--- src/rtl/ets_pkg.sv ---
// ----------------------------------------------------------------------------
// ets_pkg
// Shared types, constants and the month length table for the epoch seconds
// to calendar converter.
// ----------------------------------------------------------------------------
package ets_pkg;

  localparam logic [16:0] SECS_PER_DAY  = 17'd86400;
  localparam logic [16:0] SECS_PER_HOUR = 17'd3600;
  localparam logic [16:0] SECS_PER_MIN  = 17'd60;

  localparam logic [11:0] EPOCH_YEAR    = 12'd1970;
  localparam logic [6:0]  EPOCH_MOD100  = 7'd70;
  localparam logic [8:0]  EPOCH_MOD400  = 9'd370;
  localparam logic [6:0]  LAST_MOD100   = 7'd99;
  localparam logic [8:0]  LAST_MOD400   = 9'd399;

  localparam logic [8:0]  DAYS_COMMON   = 9'd365;
  localparam logic [8:0]  DAYS_LEAP     = 9'd366;

  localparam logic [3:0]  MONTH_JAN     = 4'd1;
  localparam logic [3:0]  MONTH_FEB     = 4'd2;
  localparam logic [3:0]  MONTH_DEC     = 4'd12;

  // Rounded-up reciprocals for quotient by multiply and shift: 675 (86400 >> 7)
  // scaled by 2^35, 225 (3600 >> 4) by 2^21, 15 (60 >> 2) by 2^14.
  localparam logic [25:0] RECIP_DAY     = 26'd50903317;
  localparam logic [25:0] RECIP_HOUR    = 26'd9321;
  localparam logic [25:0] RECIP_MIN     = 26'd1093;

  typedef enum logic [3:0] {
    S_IDLE,
    S_DAY,
    S_HOUR_INIT,
    S_HOUR,
    S_MIN_INIT,
    S_MIN,
    S_TOD_DONE,
    S_YEAR,
    S_MONTH,
    S_FINISH
  } state_t;

  typedef enum logic [1:0] {
    DIV_DAY,
    DIV_HOUR,
    DIV_MIN
  } div_sel_t;

  typedef struct packed {
    logic     load;
    logic     div_step;
    div_sel_t dsel;
    logic     hour_init;
    logic     min_init;
    logic     tod_done;
    logic     year_step;
    logic     month_step;
    logic     out_load;
  } cmd_t;

  typedef struct packed {
    logic year_done;
    logic month_done;
  } stat_t;

  function automatic logic [4:0] month_len(input logic [3:0] m, input logic leap);
    logic [4:0] len;
    case (m)
      4'd1:    len = 5'd31;
      4'd2:    len = leap ? 5'd29 : 5'd28;
      4'd3:    len = 5'd31;
      4'd4:    len = 5'd30;
      4'd5:    len = 5'd31;
      4'd6:    len = 5'd30;
      4'd7:    len = 5'd31;
      4'd8:    len = 5'd31;
      4'd9:    len = 5'd30;
      4'd10:   len = 5'd31;
      4'd11:   len = 5'd30;
      4'd12:   len = 5'd31;
      default: len = 5'd31;
    endcase
    return len;
  endfunction

endpackage

--- src/rtl/ets_if.sv ---
// ----------------------------------------------------------------------------
// ets_if
// Valid/ready channels carrying epoch seconds in and calendar fields out.
// ----------------------------------------------------------------------------
interface ets_in_if;
  logic        valid;
  logic        ready;
  logic [31:0] seconds_since_epoch;

  modport source (output valid, output seconds_since_epoch, input ready);
  modport sink   (input valid, input seconds_since_epoch, output ready);
endinterface

interface ets_out_if;
  logic        valid;
  logic        ready;
  logic [11:0] year;
  logic [3:0]  month;
  logic [4:0]  day_of_month;
  logic [4:0]  hour;
  logic [5:0]  minute;
  logic [5:0]  second;

  modport source (output valid, output year, output month, output day_of_month,
                  output hour, output minute, output second, input ready);
  modport sink   (input valid, input year, input month, input day_of_month,
                  input hour, input minute, input second, output ready);
endinterface

--- src/rtl/epoch_seconds_to_calendar.sv ---
// ----------------------------------------------------------------------------
// epoch_seconds_to_calendar
// Converts a 32-bit count of seconds since 1970-01-01 00:00:00 into the
// Gregorian year, month, day of month, hour, minute and second.
// ----------------------------------------------------------------------------
// One conversion is in flight at a time. After the input transfer come six
// steps for the day quotient, the seconds of day, the hour, the seconds left
// after the hours, the minute and the second, each a multiply by a constant
// reciprocal or a subtract, then the year walk from 1970, one whole year per
// step, and the month walk, one whole month per step, each closed by a final
// check, and last the load of the result, which waits while the previous
// result is still untaken. The block then returns to idle before the next
// input is taken. A finished result sits in an output register, so the next
// input is taken while the previous result still waits for transfer.
module epoch_seconds_to_calendar (
  input  logic            clk,
  input  logic            rst,
  ets_in_if.sink          in_ch,
  ets_out_if.source       out_ch
);

  ets_pkg::cmd_t  cmd;
  ets_pkg::stat_t stat;

  ets_ctrl u_ctrl (
    .clk       (clk),
    .rst       (rst),
    .in_valid  (in_ch.valid),
    .out_ready (out_ch.ready),
    .stat      (stat),
    .in_ready  (in_ch.ready),
    .out_valid (out_ch.valid),
    .cmd       (cmd)
  );

  ets_datapath u_datapath (
    .clk                 (clk),
    .cmd                 (cmd),
    .seconds_since_epoch (in_ch.seconds_since_epoch),
    .stat                (stat),
    .year                (out_ch.year),
    .month               (out_ch.month),
    .day_of_month        (out_ch.day_of_month),
    .hour                (out_ch.hour),
    .minute              (out_ch.minute),
    .second              (out_ch.second)
  );

endmodule

--- src/rtl/ets_datapath.sv ---
// ----------------------------------------------------------------------------
// ets_datapath
// Reciprocal-multiply quotients for days and time of day, year and month
// walkers, and the result register.
// ----------------------------------------------------------------------------
module ets_datapath (
  input  logic           clk,
  input  ets_pkg::cmd_t  cmd,
  input  logic [31:0]    seconds_since_epoch,
  output ets_pkg::stat_t stat,
  output logic [11:0]    year,
  output logic [3:0]     month,
  output logic [4:0]     day_of_month,
  output logic [4:0]     hour,
  output logic [5:0]     minute,
  output logic [5:0]     second
);

  // operand and running remainder
  logic [31:0] num;
  logic [16:0] rem;

  // working calendar state
  logic [15:0] days;
  logic [4:0]  hour_w;
  logic [5:0]  min_w;
  logic [5:0]  sec_w;
  logic [11:0] yr;
  logic [6:0]  yr_mod100;
  logic [8:0]  yr_mod400;
  logic [3:0]  mo;

  logic [24:0] recip_arg;
  logic [25:0] recip_mul;
  logic [50:0] recip_prod;
  logic [15:0] quot;
  logic [31:0] day_secs;
  logic [31:0] sod_full;
  logic [16:0] hour_secs;
  logic [16:0] min_secs;
  logic        leap;
  logic [8:0]  ylen;
  logic [4:0]  mlen;

  // shift out the power-of-two part of the divisor, then multiply by the
  // rounded-up reciprocal of the rest; exact over each operand range
  always_comb begin
    case (cmd.dsel)
      ets_pkg::DIV_DAY: begin
        recip_arg = num[31:7];
        recip_mul = ets_pkg::RECIP_DAY;
      end
      ets_pkg::DIV_HOUR: begin
        recip_arg = {12'd0, rem[16:4]};
        recip_mul = ets_pkg::RECIP_HOUR;
      end
      ets_pkg::DIV_MIN: begin
        recip_arg = {15'd0, rem[11:2]};
        recip_mul = ets_pkg::RECIP_MIN;
      end
      default: begin
        recip_arg = num[31:7];
        recip_mul = ets_pkg::RECIP_DAY;
      end
    endcase
  end

  assign recip_prod = {26'd0, recip_arg} * {25'd0, recip_mul};

  always_comb begin
    case (cmd.dsel)
      ets_pkg::DIV_HOUR: quot = {11'd0, recip_prod[25:21]};
      ets_pkg::DIV_MIN:  quot = {10'd0, recip_prod[19:14]};
      default:           quot = recip_prod[50:35];
    endcase
  end

  assign day_secs  = {16'd0, days} * {15'd0, ets_pkg::SECS_PER_DAY};
  assign sod_full  = num - day_secs;
  assign hour_secs = {12'd0, hour_w} * ets_pkg::SECS_PER_HOUR;
  assign min_secs  = {11'd0, min_w} * ets_pkg::SECS_PER_MIN;

  // Gregorian rule: every fourth year, but not centuries unless divisible by 400
  assign leap = (yr[1:0] == 2'd0) && ((yr_mod100 != 7'd0) || (yr_mod400 == 9'd0));
  assign ylen = leap ? ets_pkg::DAYS_LEAP : ets_pkg::DAYS_COMMON;
  assign mlen = ets_pkg::month_len(mo, leap);

  assign stat.year_done  = (days < {7'd0, ylen});
  assign stat.month_done = (mo == ets_pkg::MONTH_DEC) || (days < {11'd0, mlen});

  always_ff @(posedge clk) begin
    if (cmd.load) begin
      num <= seconds_since_epoch;
    end else if (cmd.div_step) begin
      case (cmd.dsel)
        ets_pkg::DIV_DAY:  days   <= quot;
        ets_pkg::DIV_HOUR: hour_w <= quot[4:0];
        ets_pkg::DIV_MIN:  min_w  <= quot[5:0];
        default:           days   <= quot;
      endcase
    end else if (cmd.hour_init) begin
      // seconds of day
      rem <= sod_full[16:0];
    end else if (cmd.min_init) begin
      rem <= rem - hour_secs;
    end else if (cmd.tod_done) begin
      sec_w     <= rem[5:0] - min_secs[5:0];
      yr        <= ets_pkg::EPOCH_YEAR;
      yr_mod100 <= ets_pkg::EPOCH_MOD100;
      yr_mod400 <= ets_pkg::EPOCH_MOD400;
      mo        <= ets_pkg::MONTH_JAN;
    end else if (cmd.year_step && !stat.year_done) begin
      days      <= days - {7'd0, ylen};
      yr        <= yr + 12'd1;
      yr_mod100 <= (yr_mod100 == ets_pkg::LAST_MOD100) ? 7'd0 : yr_mod100 + 7'd1;
      yr_mod400 <= (yr_mod400 == ets_pkg::LAST_MOD400) ? 9'd0 : yr_mod400 + 9'd1;
    end else if (cmd.month_step && !stat.month_done) begin
      days <= days - {11'd0, mlen};
      mo   <= mo + 4'd1;
    end
  end

  // result register, holds while the output waits
  always_ff @(posedge clk) begin
    if (cmd.out_load) begin
      year         <= yr;
      month        <= mo;
      day_of_month <= days[4:0] + 5'd1;
      hour         <= hour_w;
      minute       <= min_w;
      second       <= sec_w;
    end
  end

endmodule

--- src/rtl/ets_ctrl.sv ---
// ----------------------------------------------------------------------------
// ets_ctrl
// Sequencer for the converter: runs the quotient and remainder steps, the
// year and month walks, and owns the handshake on both channels.
// ----------------------------------------------------------------------------
module ets_ctrl (
  input  logic           clk,
  input  logic           rst,
  input  logic           in_valid,
  input  logic           out_ready,
  input  ets_pkg::stat_t stat,
  output logic           in_ready,
  output logic           out_valid,
  output ets_pkg::cmd_t  cmd
);

  ets_pkg::state_t state, state_next;
  logic            out_valid_next;

  always_ff @(posedge clk) begin
    if (rst) begin
      state     <= ets_pkg::S_IDLE;
      out_valid <= 1'b0;
    end else begin
      state     <= state_next;
      out_valid <= out_valid_next;
    end
  end

  always_comb begin
    state_next     = state;
    in_ready       = 1'b0;
    cmd            = '0;
    cmd.dsel       = ets_pkg::DIV_DAY;
    out_valid_next = out_valid && !out_ready;

    case (state)
      ets_pkg::S_IDLE: begin
        in_ready = 1'b1;
        if (in_valid) begin
          cmd.load   = 1'b1;
          state_next = ets_pkg::S_DAY;
        end
      end
      ets_pkg::S_DAY: begin
        cmd.div_step = 1'b1;
        cmd.dsel     = ets_pkg::DIV_DAY;
        state_next   = ets_pkg::S_HOUR_INIT;
      end
      ets_pkg::S_HOUR_INIT: begin
        cmd.hour_init = 1'b1;
        state_next    = ets_pkg::S_HOUR;
      end
      ets_pkg::S_HOUR: begin
        cmd.div_step = 1'b1;
        cmd.dsel     = ets_pkg::DIV_HOUR;
        state_next   = ets_pkg::S_MIN_INIT;
      end
      ets_pkg::S_MIN_INIT: begin
        cmd.min_init = 1'b1;
        state_next   = ets_pkg::S_MIN;
      end
      ets_pkg::S_MIN: begin
        cmd.div_step = 1'b1;
        cmd.dsel     = ets_pkg::DIV_MIN;
        state_next   = ets_pkg::S_TOD_DONE;
      end
      ets_pkg::S_TOD_DONE: begin
        cmd.tod_done = 1'b1;
        state_next   = ets_pkg::S_YEAR;
      end
      ets_pkg::S_YEAR: begin
        if (stat.year_done) state_next    = ets_pkg::S_MONTH;
        else                cmd.year_step = 1'b1;
      end
      ets_pkg::S_MONTH: begin
        if (stat.month_done) state_next     = ets_pkg::S_FINISH;
        else                 cmd.month_step = 1'b1;
      end
      ets_pkg::S_FINISH: begin
        // hold until the result register is free
        if (!out_valid || out_ready) begin
          cmd.out_load   = 1'b1;
          out_valid_next = 1'b1;
          state_next     = ets_pkg::S_IDLE;
        end
      end
      default: begin
        state_next = ets_pkg::S_IDLE;
      end
    endcase
  end

  a_accept_starts_div: assert property (@(posedge clk) disable iff (rst)
    (in_valid && in_ready) |=> (state == ets_pkg::S_DAY))
    else $error("accepted transfer did not start the day quotient");

  a_valid_from_finish: assert property (@(posedge clk) disable iff (rst)
    $rose(out_valid) |-> $past(state) == ets_pkg::S_FINISH)
    else $error("result raised outside the finish step");

  a_year_to_month: assert property (@(posedge clk) disable iff (rst)
    (state == ets_pkg::S_YEAR && stat.year_done) |=> state == ets_pkg::S_MONTH)
    else $error("year walk did not hand over to month walk");

  a_no_input_while_busy: assert property (@(posedge clk) disable iff (rst)
    (state == ets_pkg::S_YEAR || state == ets_pkg::S_MONTH) |=> !(in_valid && in_ready)
      || state == ets_pkg::S_IDLE)
    else $error("transfer accepted during a calendar walk");

endmodule

--- src/flat_wrapper.sv ---
// flat-port wrapper written by rule: the top's interface ports become plain ports
module epoch_seconds_to_calendar_flat 
  (clk, rst, in_ch_valid, in_ch_seconds_since_epoch, in_ch_ready, out_ch_valid, out_ch_year, out_ch_month, out_ch_day_of_month, out_ch_hour, out_ch_minute, out_ch_second, out_ch_ready);
  ets_in_if in_ch_i ();
  ets_out_if out_ch_i ();
  input  logic clk;
  input  logic rst;
  input wire logic [$bits(in_ch_i.valid)-1:0] in_ch_valid;
  input wire logic [$bits(in_ch_i.seconds_since_epoch)-1:0] in_ch_seconds_since_epoch;
  output wire logic [$bits(in_ch_i.ready)-1:0] in_ch_ready;
  output wire logic [$bits(out_ch_i.valid)-1:0] out_ch_valid;
  output wire logic [$bits(out_ch_i.year)-1:0] out_ch_year;
  output wire logic [$bits(out_ch_i.month)-1:0] out_ch_month;
  output wire logic [$bits(out_ch_i.day_of_month)-1:0] out_ch_day_of_month;
  output wire logic [$bits(out_ch_i.hour)-1:0] out_ch_hour;
  output wire logic [$bits(out_ch_i.minute)-1:0] out_ch_minute;
  output wire logic [$bits(out_ch_i.second)-1:0] out_ch_second;
  input wire logic [$bits(out_ch_i.ready)-1:0] out_ch_ready;
  assign in_ch_i.valid = in_ch_valid;
  assign in_ch_i.seconds_since_epoch = in_ch_seconds_since_epoch;
  assign in_ch_ready = in_ch_i.ready;
  assign out_ch_valid = out_ch_i.valid;
  assign out_ch_year = out_ch_i.year;
  assign out_ch_month = out_ch_i.month;
  assign out_ch_day_of_month = out_ch_i.day_of_month;
  assign out_ch_hour = out_ch_i.hour;
  assign out_ch_minute = out_ch_i.minute;
  assign out_ch_second = out_ch_i.second;
  assign out_ch_i.ready = out_ch_ready;
  epoch_seconds_to_calendar u_core (.clk(clk), .rst(rst), .in_ch(in_ch_i), .out_ch(out_ch_i));
endmodule
--- config.mk ---
export PLATFORM = sky130hd
export DESIGN_NAME = epoch_seconds_to_calendar_flat
export DESIGN_NICKNAME = d
export VERILOG_FILES = /design/src/rtl/ets_pkg.sv /design/src/rtl/ets_if.sv /design/src/rtl/epoch_seconds_to_calendar.sv /design/src/rtl/ets_datapath.sv /design/src/rtl/ets_ctrl.sv /design/src/flat_wrapper.sv
export SDC_FILE = /design/constraint.sdc
export NUM_CORES = 1
export LEC_CHECK = 0
export ABC_AREA = 1
export BUFFER_PORTS_ARGS = -buffer_cell sky130_fd_sc_hd__buf_2
export CORE_MARGIN = 3
export CORE_UTILIZATION = 40
export CTS_CLUSTER_SIZE = 14
export DETAILED_ROUTE_END_ITERATION = 10
export HOLD_SLACK_MARGIN = 0.12
export SETUP_SLACK_MARGIN = 0.1
export SLEW_MARGIN = 20
export SYNTH_ARGS = -nofsm -noshare
export SYNTH_HDL_FRONTEND = slang
export SYNTH_SLANG_ARGS = --single-unit
--- constraint.sdc ---
create_clock -name clk -period 14.6 [get_ports clk]
set_clock_uncertainty 0.1 [all_clocks]
set_input_delay 0.73 -clock clk [delete_from_list [all_inputs] [get_ports clk]]
set_output_delay 0.73 -clock clk [all_outputs]
set_load 0.005 [all_outputs]
---- Yosys cells after proc, flatten, opt, wreduce, memory -nomap -nowiden ----
Index checks and enable logic that the tools add are counted.
word-level totals
  bits in registers ....................... 157
  output and inout bits ................... 40
cells by class
  add/sub/neg operators ................... 10
  $mul .................................... 4
  magnitude comparators ................... 2
  equal/unequal tests ..................... 28
  multiplexer cells ....................... 42
  bitwise logic cells ..................... 4
  reduce and logical (&&, ||, !) cells .... 29
operator list
  cell                                                 count
  two-way mux 16 bit                                   7
  case mux 26 bit (2 select lines)                     1
  multiplier 25 x 26 -> 51 bit                         1
  case mux 25 bit (2 select lines)                     1
  case mux 4 bit (10 select lines)                     1
  two-way mux 17 bit                                   2
  subtractor 17 bit                                    2
  case mux 16 bit (2 select lines)                     1
  equality test 4 x 3 -> 1 bit, second input constant  6
  two-way mux 4 bit                                    6
  equality test 4 bit, second input constant           5
  two-way mux 9 bit                                    2
  < comparator 16 x 5 -> 1 bit                         1
  < comparator 16 x 9 -> 1 bit                         1
  multiplier 16 x 10 -> 10 bit, second input constant  1
  subtractor 16 x 5 -> 16 bit                          1
  subtractor 16 x 9 -> 16 bit                          1
  two-way mux 1 bit                                    15
  two-way mux 7 bit                                    2
  multiplier 5 x 8 -> 13 bit, second input constant    1
  adder 12 x 1 -> 12 bit, second input constant        1
  equality test 4 x 2 -> 1 bit, second input constant  3
  two-way mux 12 bit                                   1
  AND reduction 6 bit                                  2
  other kinds (31)                                     54

---- Depth between registers and ports, before layout ----
Gate-level depths: netlist (run 1).
  depth after elaboration ................. 16
  gate-level depth with buffers ........... 43
  mapped depth without buffers ............ 42

---- Hierarchy ----
Synthesis (run 1) repeated with hierarchy kept, for this count alone.
second synthesis, totals
  cells, all modules ...................... 2643
  area total of the unflattened synthesis .. 23074.6 µm²
by module, submodules not included
  module        instances  cells each  area each (µm²)  sequential area each (µm²)
  ets_datapath  1          2583        22698.0          4564.4
  ets_ctrl      1          60          376.6            100.1

---- Worst setup path before layout (run 1) ----
No wires, ideal clock.
  path kind ............................... register to register
  from .................................... register u_core.u_ctrl.state[3]
  to ...................................... register u_core.u_datapath.days[15] (data pin)
  library setup time ...................... 256 ps
  arrival ................................. 7425 ps
  data required time ...................... 14244 ps
  slack ................................... 6819 ps
  cell stages (with the launch flop) ...... 36
  clock period less this slack ............ 7781 ps
  cells stage by stage .................... dfxtp_1 -> nor2_1 -> inv_1 -> nor2_1 -> inv_1 -> ha_1 -> buf_6 -> clkbuf_1 -> clkbuf_1 -> clkbuf_1 -> nor2_1 -> fa_1 -> inv_1 -> fa_1 -> inv_1 -> fa_1 -> fa_1 -> fa_1 -> fa_1 -> inv_1 -> fa_1 -> inv_1 -> ha_1 -> nand2_1 -> nor2_1 -> nand2_1 -> nor3_1 -> nand3_1 -> nor2_1 -> a211oi_1 -> o21ai_2 -> nand3_1 -> nand2_1 -> nand2_1 -> nand3_1 -> nand2_1
on the way
  longest elaborated chain between the ends .. 8
ends and longest elaborated chain
  element                                                                 RTL line                                 source
  start: declaration                                                      ets_ctrl.sv:17                           ets_pkg::state_t state, state_next;
  start signal: assignment                                                ets_ctrl.sv:22                           state <= ets_pkg::S_IDLE;
  start signal: assignment                                                ets_ctrl.sv:25                           state <= state_next;
  equality test 4 x 3 -> 1 bit, or another cell as far along              ets_ctrl.sv:37                           case (state)
  case mux 3 bit (3 select lines) or two-way mux 1 bit (tied branches)    ets_ctrl.sv:37
  equality test 2 bit, or another cell as far along                       ets_datapath.sv:48, ets_datapath.sv:71
  case mux 25 bit (2 select lines), or another cell as far along          ets_datapath.sv:48                       case (cmd.dsel)
  multiplier 25 x 26 -> 51 bit or two-way mux 16 bit (tied branches)      ets_datapath.sv:68, ets_datapath.sv:106
  case mux 16 bit (2 select lines) or two-way mux 16 bit (tied branches)  ets_datapath.sv:71, ets_datapath.sv:104
  two-way mux 16 bit (on tied branches)                                   ets_datapath.sv:95, ets_datapath.sv:101
  two-way mux 16 bit *                                                    ets_datapath.sv:94                       end else if (cmd.div_step) begin
  end signal: assignment                                                  ets_datapath.sv:96                       ets_pkg::DIV_DAY: days <= quot;
  end signal: assignment                                                  ets_datapath.sv:99                       default: days <= quot;
  end signal: assignment                                                  ets_datapath.sv:113                      days <= days - {7'd0, ylen};
  end: declaration                                                        ets_datapath.sv:24                       logic [15:0] days;
Every way passes the cells marked *; elsewhere a longest branch is shown, timed or not. The select of a mux whose other input is x is not followed.
A chain may end at the register's enable or synchronous reset.

---- Worst setup path after layout (run 1) ----
  from .................................... register u_core.u_ctrl.state[3]
  to ...................................... register u_core.u_datapath.hour_w[3] (data pin)
on the way
  longest elaborated chain between the ends .. 6
ends and longest elaborated chain
  element                                                                               RTL line                                source
  equality test 4 x 3 -> 1 bit, or another cell as far along                            ets_ctrl.sv:37
  case mux 3 bit (3 select lines) *                                                     ets_ctrl.sv:37
  equality test 2 bit or equality test 2 x 1 -> 1 bit (tied branches)                   ets_datapath.sv:48, ets_datapath.sv:71
  case mux 25 bit (2 select lines) or case mux 26 bit (2 select lines) (tied branches)  ets_datapath.sv:48
  multiplier 25 x 26 -> 51 bit                                                          ets_datapath.sv:68                      assign recip_prod = {26'd0, recip_arg} * {25'd0, recip_mul};
  case mux 16 bit (2 select lines) *                                                    ets_datapath.sv:71                      case (cmd.dsel)
  named net u_core.u_datapath.quot[3]                                                   ets_datapath.sv:36                      logic [15:0] quot;
  end signal: assignment                                                                ets_datapath.sv:97                      ets_pkg::DIV_HOUR: hour_w <= quot[4:0];
  end: declaration                                                                      ets_datapath.sv:25                      logic [4:0] hour_w;
The timed path passes the listed nets; every way through them passes the cells marked *.

==> results of run 1 <==
## layout make-up
type                    instances  area (um2)
flip-flops and latches        157        4660
clock inverters                15         193
inverters                     754        2840
clock buffers                  17         425
well taps                     756         946
repair buffers                 89         480
multi-input cells            1734       15600
fillers                      5595       31600
## cell families after synthesis
kind of cell | after synthesis | share of synthesized area [%]
other cells | 2 | 0.0326
simple gates | 686 | 12.3
xor+xnor | 56 | 2.13
flops | 157 | 20.2
fa+ha+maj | 660 | 44.9
compound gates | 301 | 7.50
buf+inv | 783 | 12.9
## routing by layer
metal  routed length [um]  vias up  track usage [%]
li1                     -     8412                -
met1                27500     8300             27.4
met2                29500      404             36.5
met4                 2310        0             7.97
met3                 2620      105             2.81
met5                    0        -                0
## synthesized netlist by cell type (4+ instances only)
library cell	instances
nor2_1	222
clkbuf_1	21
nand3_1	48
fa_1	280
a31oi_1	20
a21oi_1	106
o211ai_1	7
xor2_1	29
o21ai_0	90
ha_1	380
a21boi_0	4
xnor2_1	27
nand4_1	6
nand3_2	5
edfxtp_1	152
o22ai_1	13
nand2_2	11
or2_2	6
a21o_1	15
a221oi_1	4
nor3_1	28
a211oi_1	6
inv_1	752
o21a_1	7
nand2_1	338
dfxtp_1	5
o21bai_1	6
nor4_1	7
o21ai_1	8
## metrics by stage
| step | instances | worst slack, ns | utilization [%] | hold WS, ns | cell area, um2 |
|---|---|---|---|---|---|
| floorplan | 2674 | 6.82 | - | 0.300 | 23200 |
| global placement | 3490 | 5.00 | 43.2 | 0.304 | 24500 |
| detailed placement | 3490 | 4.92 | 43.2 | 0.307 | 24500 |
| CTS | 3522 | 4.88 | 44.3 | 0.284 | 25100 |
| global route | 3522 | 4.25 | 44.3 | 0.308 | 25100 |
| finish | 3522 | 4.77 | 44.3 | 0.321 | 25100 |
## how the worst max path moves through the flow
stage / startpoint / slack, ns / endpoint / cells past startpoint
final: u_core.u_ctrl.state[3]$_SDFFE_PP0P_ / 4.77 / u_core.u_datapath.hour_w[3]$_DFFE_PP_ / 34
after global routing: u_core.u_ctrl.state[3]$_SDFFE_PP0P_ / 4.25 / u_core.u_datapath.hour_w[3]$_DFFE_PP_ / 34
after CTS: u_core.u_ctrl.state[3]$_SDFFE_PP0P_ / 4.88 / u_core.u_datapath.hour_w[3]$_DFFE_PP_ / 34
after detailed placement: u_core.u_ctrl.state[2]$_SDFFE_PP0P_ / 4.92 / u_core.u_datapath.hour_w[3]$_DFFE_PP_ / 34
after global placement: u_core.u_ctrl.state[3]$_SDFFE_PP0P_ / 5.00 / u_core.u_datapath.hour_w[3]$_DFFE_PP_ / 34
after floorplan: u_core.u_ctrl.state[3]$_SDFFE_PP0P_ / 6.82 / u_core.u_datapath.days[15]$_DFFE_PP_ / 35
## registers in the layout, indices dropped and copies added, names as in the netlist, 5 cells and up
register	cells
u_core.u_datapath.min_w	6
u_core.u_datapath.rem	17
u_core.u_datapath.num	32
u_core.u_datapath.yr_mod100	7
u_core.u_datapath.hour_w	5
u_core.u_datapath.minute	6
u_core.u_datapath.second	6
u_core.u_datapath.hour	5
u_core.u_datapath.sec_w	6
u_core.u_datapath.days	16
u_core.u_datapath.day_of_month	5
u_core.u_datapath.yr_mod400	9
u_core.u_datapath.yr	12
u_core.u_datapath.year	12
## worst max-delay path, delay by kind of cell, from the launching register on
family / cells / cell delay, ns
adder cells (fa/ha/maj): 9 / 4.23
AND/OR/NAND/NOR: 13 / 2.47
buffers and inverters: 8 / 1.20
AO/OA/AOI/OAI: 4 / 1.17
flip-flops: 1 / 0.35
==> reports/metrics.cfg, run 1 <==
[outcome]
status = completed

[layout]
area_growth_pct = 8.91
nets = 3449
drive_above_1_share_pct = 5.78
final_cell_mix = inv_1, ha_1, nand2_1
n_antenna_cell = 0
final_common_cell = inv_1

[detailed_routing]
wl_per_cell_um = 17.6
first_iter_violations = 939
viasPerCell = 4.89
num_vias = 17221
first_pass_iters = 5
drc = 0
ant_nets = 0
routed_wl_mm = 61.9

[timing]
relSlewSlack_pct = 20.5
finalSetupViolations = 0
fin_setup_tns_ns = 0
max_clock_freq_ghz = 0.102
timing_worst_slew_pin_value_ns = 1.19
finalMaxSlewViolations = 0
layout_min_cycle_time_ns = 9.83
rsz0062_at_grt = false
finalHoldViolCount = 0
post-route-period-util_pct = 67.3

[cts]
hold_buffers = 0
cts_tree = yes
cts_setup_buffers = 0
htree_levels = 4
clk_pin_slew_ns = 0.08
clock_path_buffers = 2
cts_buffers = 17
ctsResizeCount = 0
clock-root-buffer = clkbuf_16
insertion_delay_ns = 0.48
clock-sinks = 157

[logic_synthesis]
synthCells = 2645
synth_area_per_cell_um2 = 8.72
synth_top_area_cell = fa_1
synth_area_mm2 = 0.0231
synth.top_cell.area_share_pct = 24.3
ys_seq_area_share_pct = 20.2
synth_ff_type = edfxtp_1
synthArstFlopShare_pct = 0
ys_top_cells_by_area = fa_1, ha_1, edfxtp_1, inv_1, nand2_1
yosys.cell_types.count = 50
synth_seq_cells = 157
synth_warnings = 0
synth_edf_count = 152

[worst_hold_path]
hold_start = u_core.u_datapath.sec_w[2]$_DFFE_PP_
min_path_type = flip-flop to flip-flop
holdPathStages = 0
hold_end = u_core.u_datapath.second[2]$_DFFE_PP_

[setup_path]
cp_data_required_time_ns = 14.69
crit_type = flip-flop to flip-flop
crit_arrival_ns = 9.92
slowest_delay_ns = 0.61
ff2ff_path_depth = 34
cpMaxStageDelayCell = buf_4
critPathCaptureType = flip-flop
r2r-start = u_core.u_ctrl.state[3]$_SDFFE_PP0P_
rrSetupSlack_ns = 4.77
rr_endpoint = u_core.u_datapath.hour_w[3]$_DFFE_PP_
crit_fanout = 53
start_kind = flip-flop

[die]
die_area_mm2 = 0.0606
coreArea_mm2 = 0.0567
die_w_um = 246
start_util_pct = 40.7
ioPinCount = 76
die_h_um = 246
fp-row-count = 87

[grt]
grt_max_degree = 54
overflow = 0
grt_pass1_wl_mm = 98.2
grt_pass1_vias = 18130
antenna_found_initial = 1
grt_util_all_layers_pct = 21.3

[place]
portBuffers = 75
gp_congestion = 0.923
hpwlAfterDp_mm = 53.1

[job]
max_cap_violations = 0

Power of run 1 is not shown: default switching activity piles up to over one toggle a cycle in this logic, so the estimate is an artifact.
==> inputs of run 2 (changes only) <==
- clock period: 14.6 -> 9.9 ns (I/O delays scaled with it)
==> run 2 against run 1 <==
Against the previous run: final area is 1.7% higher; final cell count is 1.2% higher; register-to-register slack worse by 4.1 ns; worst hold slack worse by 0.16 ns; die area stayed put; via count is 1.4% higher; sequential share of layout area is 0.30 points lower; routed wire length is 1.0% lower; setup slack worse by 4.1 ns; count of clock-buffer cells in the layout stayed put; non-clock buffer count is 42 higher.
==> reports/metrics.cfg, run 2 (same netlist as run 1, synthesis figures left out) <==
[layout]
final_common_cell = inv_1
n_antenna_cell = 0
area_growth_pct = 10.7
regMostFlops = u_core.u_datapath.num
top_regs = u_core.u_datapath.num x32, u_core.u_datapath.rem x17, u_core.u_datapath.days x16
final_util_pct = 45.0
final_cell_mix = inv_1, ha_1, nand2_1
nets = 3491
drive_above_1_share_pct = 6.02
largest_reg_flops = 32

[grt]
overflow = 0
grt_pass1_vias = 18244
grt_pass1_wl_mm = 96.8
antenna_found_initial = 0
grt_util_all_layers_pct = 20.9
grt_max_degree = 37

[place]
gp_congestion = 0.971
hpwlAfterDp_mm = 52.4
portBuffers = 75
place_ws_ns = 0.697

[detailed_routing]
num_vias = 17467
first_iter_violations = 928
viasPerCell = 4.90
wl_per_cell_um = 17.2
ant_nets = 0
routed_wl_mm = 61.2
first_pass_iters = 5
drc = 0

[die]
coreArea_mm2 = 0.0567
start_util_pct = 40.7
die_w_um = 246
die_area_mm2 = 0.0606
fp-row-count = 87
die_h_um = 246
ioPinCount = 76

[timing]
finalHoldViolCount = 0
setup_ws_ns = 0.643
relSlewSlack_pct = 24.2
max_clock_freq_ghz = 0.108
layout_min_cycle_time_ns = 9.26
finalSetupViolations = 0
fin_setup_tns_ns = 0
timing_worst_slew_pin_value_ns = 1.13
finalMaxSlewViolations = 0
post-route-period-util_pct = 93.5
rsz0062_at_grt = false

[cts]
hold_buffers = 32
clock-sinks = 157
insertion_delay_ns = 0.47
clock_path_buffers = 2
clock-root-buffer = clkbuf_16
cts_tree = yes
htree_levels = 4
cts_buffers = 17
ctsResizeCount = 0
cts_setup_buffers = 0
clk_pin_slew_ns = 0.07

[setup_path]
crit_arrival_ns = 9.42
critPathCaptureType = flip-flop
start_kind = flip-flop
crit_type = flip-flop to flip-flop
crit_fanout = 16
slowest_delay_ns = 0.71
cp_top_family = adder cells
cp_num_buf_inv = 7
cp_data_required_time_ns = 10.07
cpMaxStageDelayCell = ha_1

[job]
max_cap_violations = 0

[outcome]
status = completed

[worst_hold_path]
min_path_type = input pin to flip-flop

[run 2: cell type report]
| class | instances | area (um2) |
|---|---|---|
| timing repair buffer | 131 | 896 |
| sequential | 157 | 4660 |
| tap | 756 | 946 |
| fill | 5547 | 31200 |
| inverter | 754 | 2840 |
| multi-input combinational | 1734 | 15600 |
| clock buffer | 17 | 425 |
| clock inverter | 15 | 195 |
[run 2: metrics by stage]
step,hold WS (ns),instance area (um2),std cells
3_5_place_dp,0.307,24600,3500
2_1_floorplan,0.300,23200,2674
6_report,0.163,25500,3564
5_1_grt,0.150,25500,3564
3_3_place_gp,0.305,24600,3499
4_1_cts,0.121,25500,3564
[run 2: worst paths after layout]
kind / from / endpoint / slack [ns] / depth (start not counted)
max reg2reg: u_core.u_ctrl.state[0]$_SDFFE_PP0P_ / u_core.u_datapath.hour_w[3]$_DFFE_PP_ / 0.64 / 33
min: rst / u_core.u_ctrl.out_valid$_SDFF_PP0_ / 0.16 / 2
max: u_core.u_ctrl.state[0]$_SDFFE_PP0P_ / u_core.u_datapath.hour_w[3]$_DFFE_PP_ / 0.64 / 33
min reg2reg: u_core.u_datapath.rem[0]$_DFFE_PP_ / u_core.u_datapath.sec_w[0]$_DFFE_PP_ / 0.31 / 0
[run 2: worst reg2reg max path, delay by kind of cell (launching register included)]
kind | cells | cell delay, ns
AND/OR/NAND/NOR | 11 | 1.85
buffers and inverters | 7 | 0.55
adder cells (fa/ha/maj) | 9 | 4.63
flip-flops | 1 | 0.40
AO/OA/AOI/OAI | 6 | 1.53
[run 2: per-layer routing]
metal / up-vias / global-route usage, % / wire length, um
li1: 8477 / - / -
met1: 8500 / 26.9 / 27100
met2: 389 / 35.8 / 29300
met3: 101 / 3.28 / 2720
met4: 0 / 7.47 / 2150
met5: - / 0 / 0
Power of run 2 is left out for the same reason.
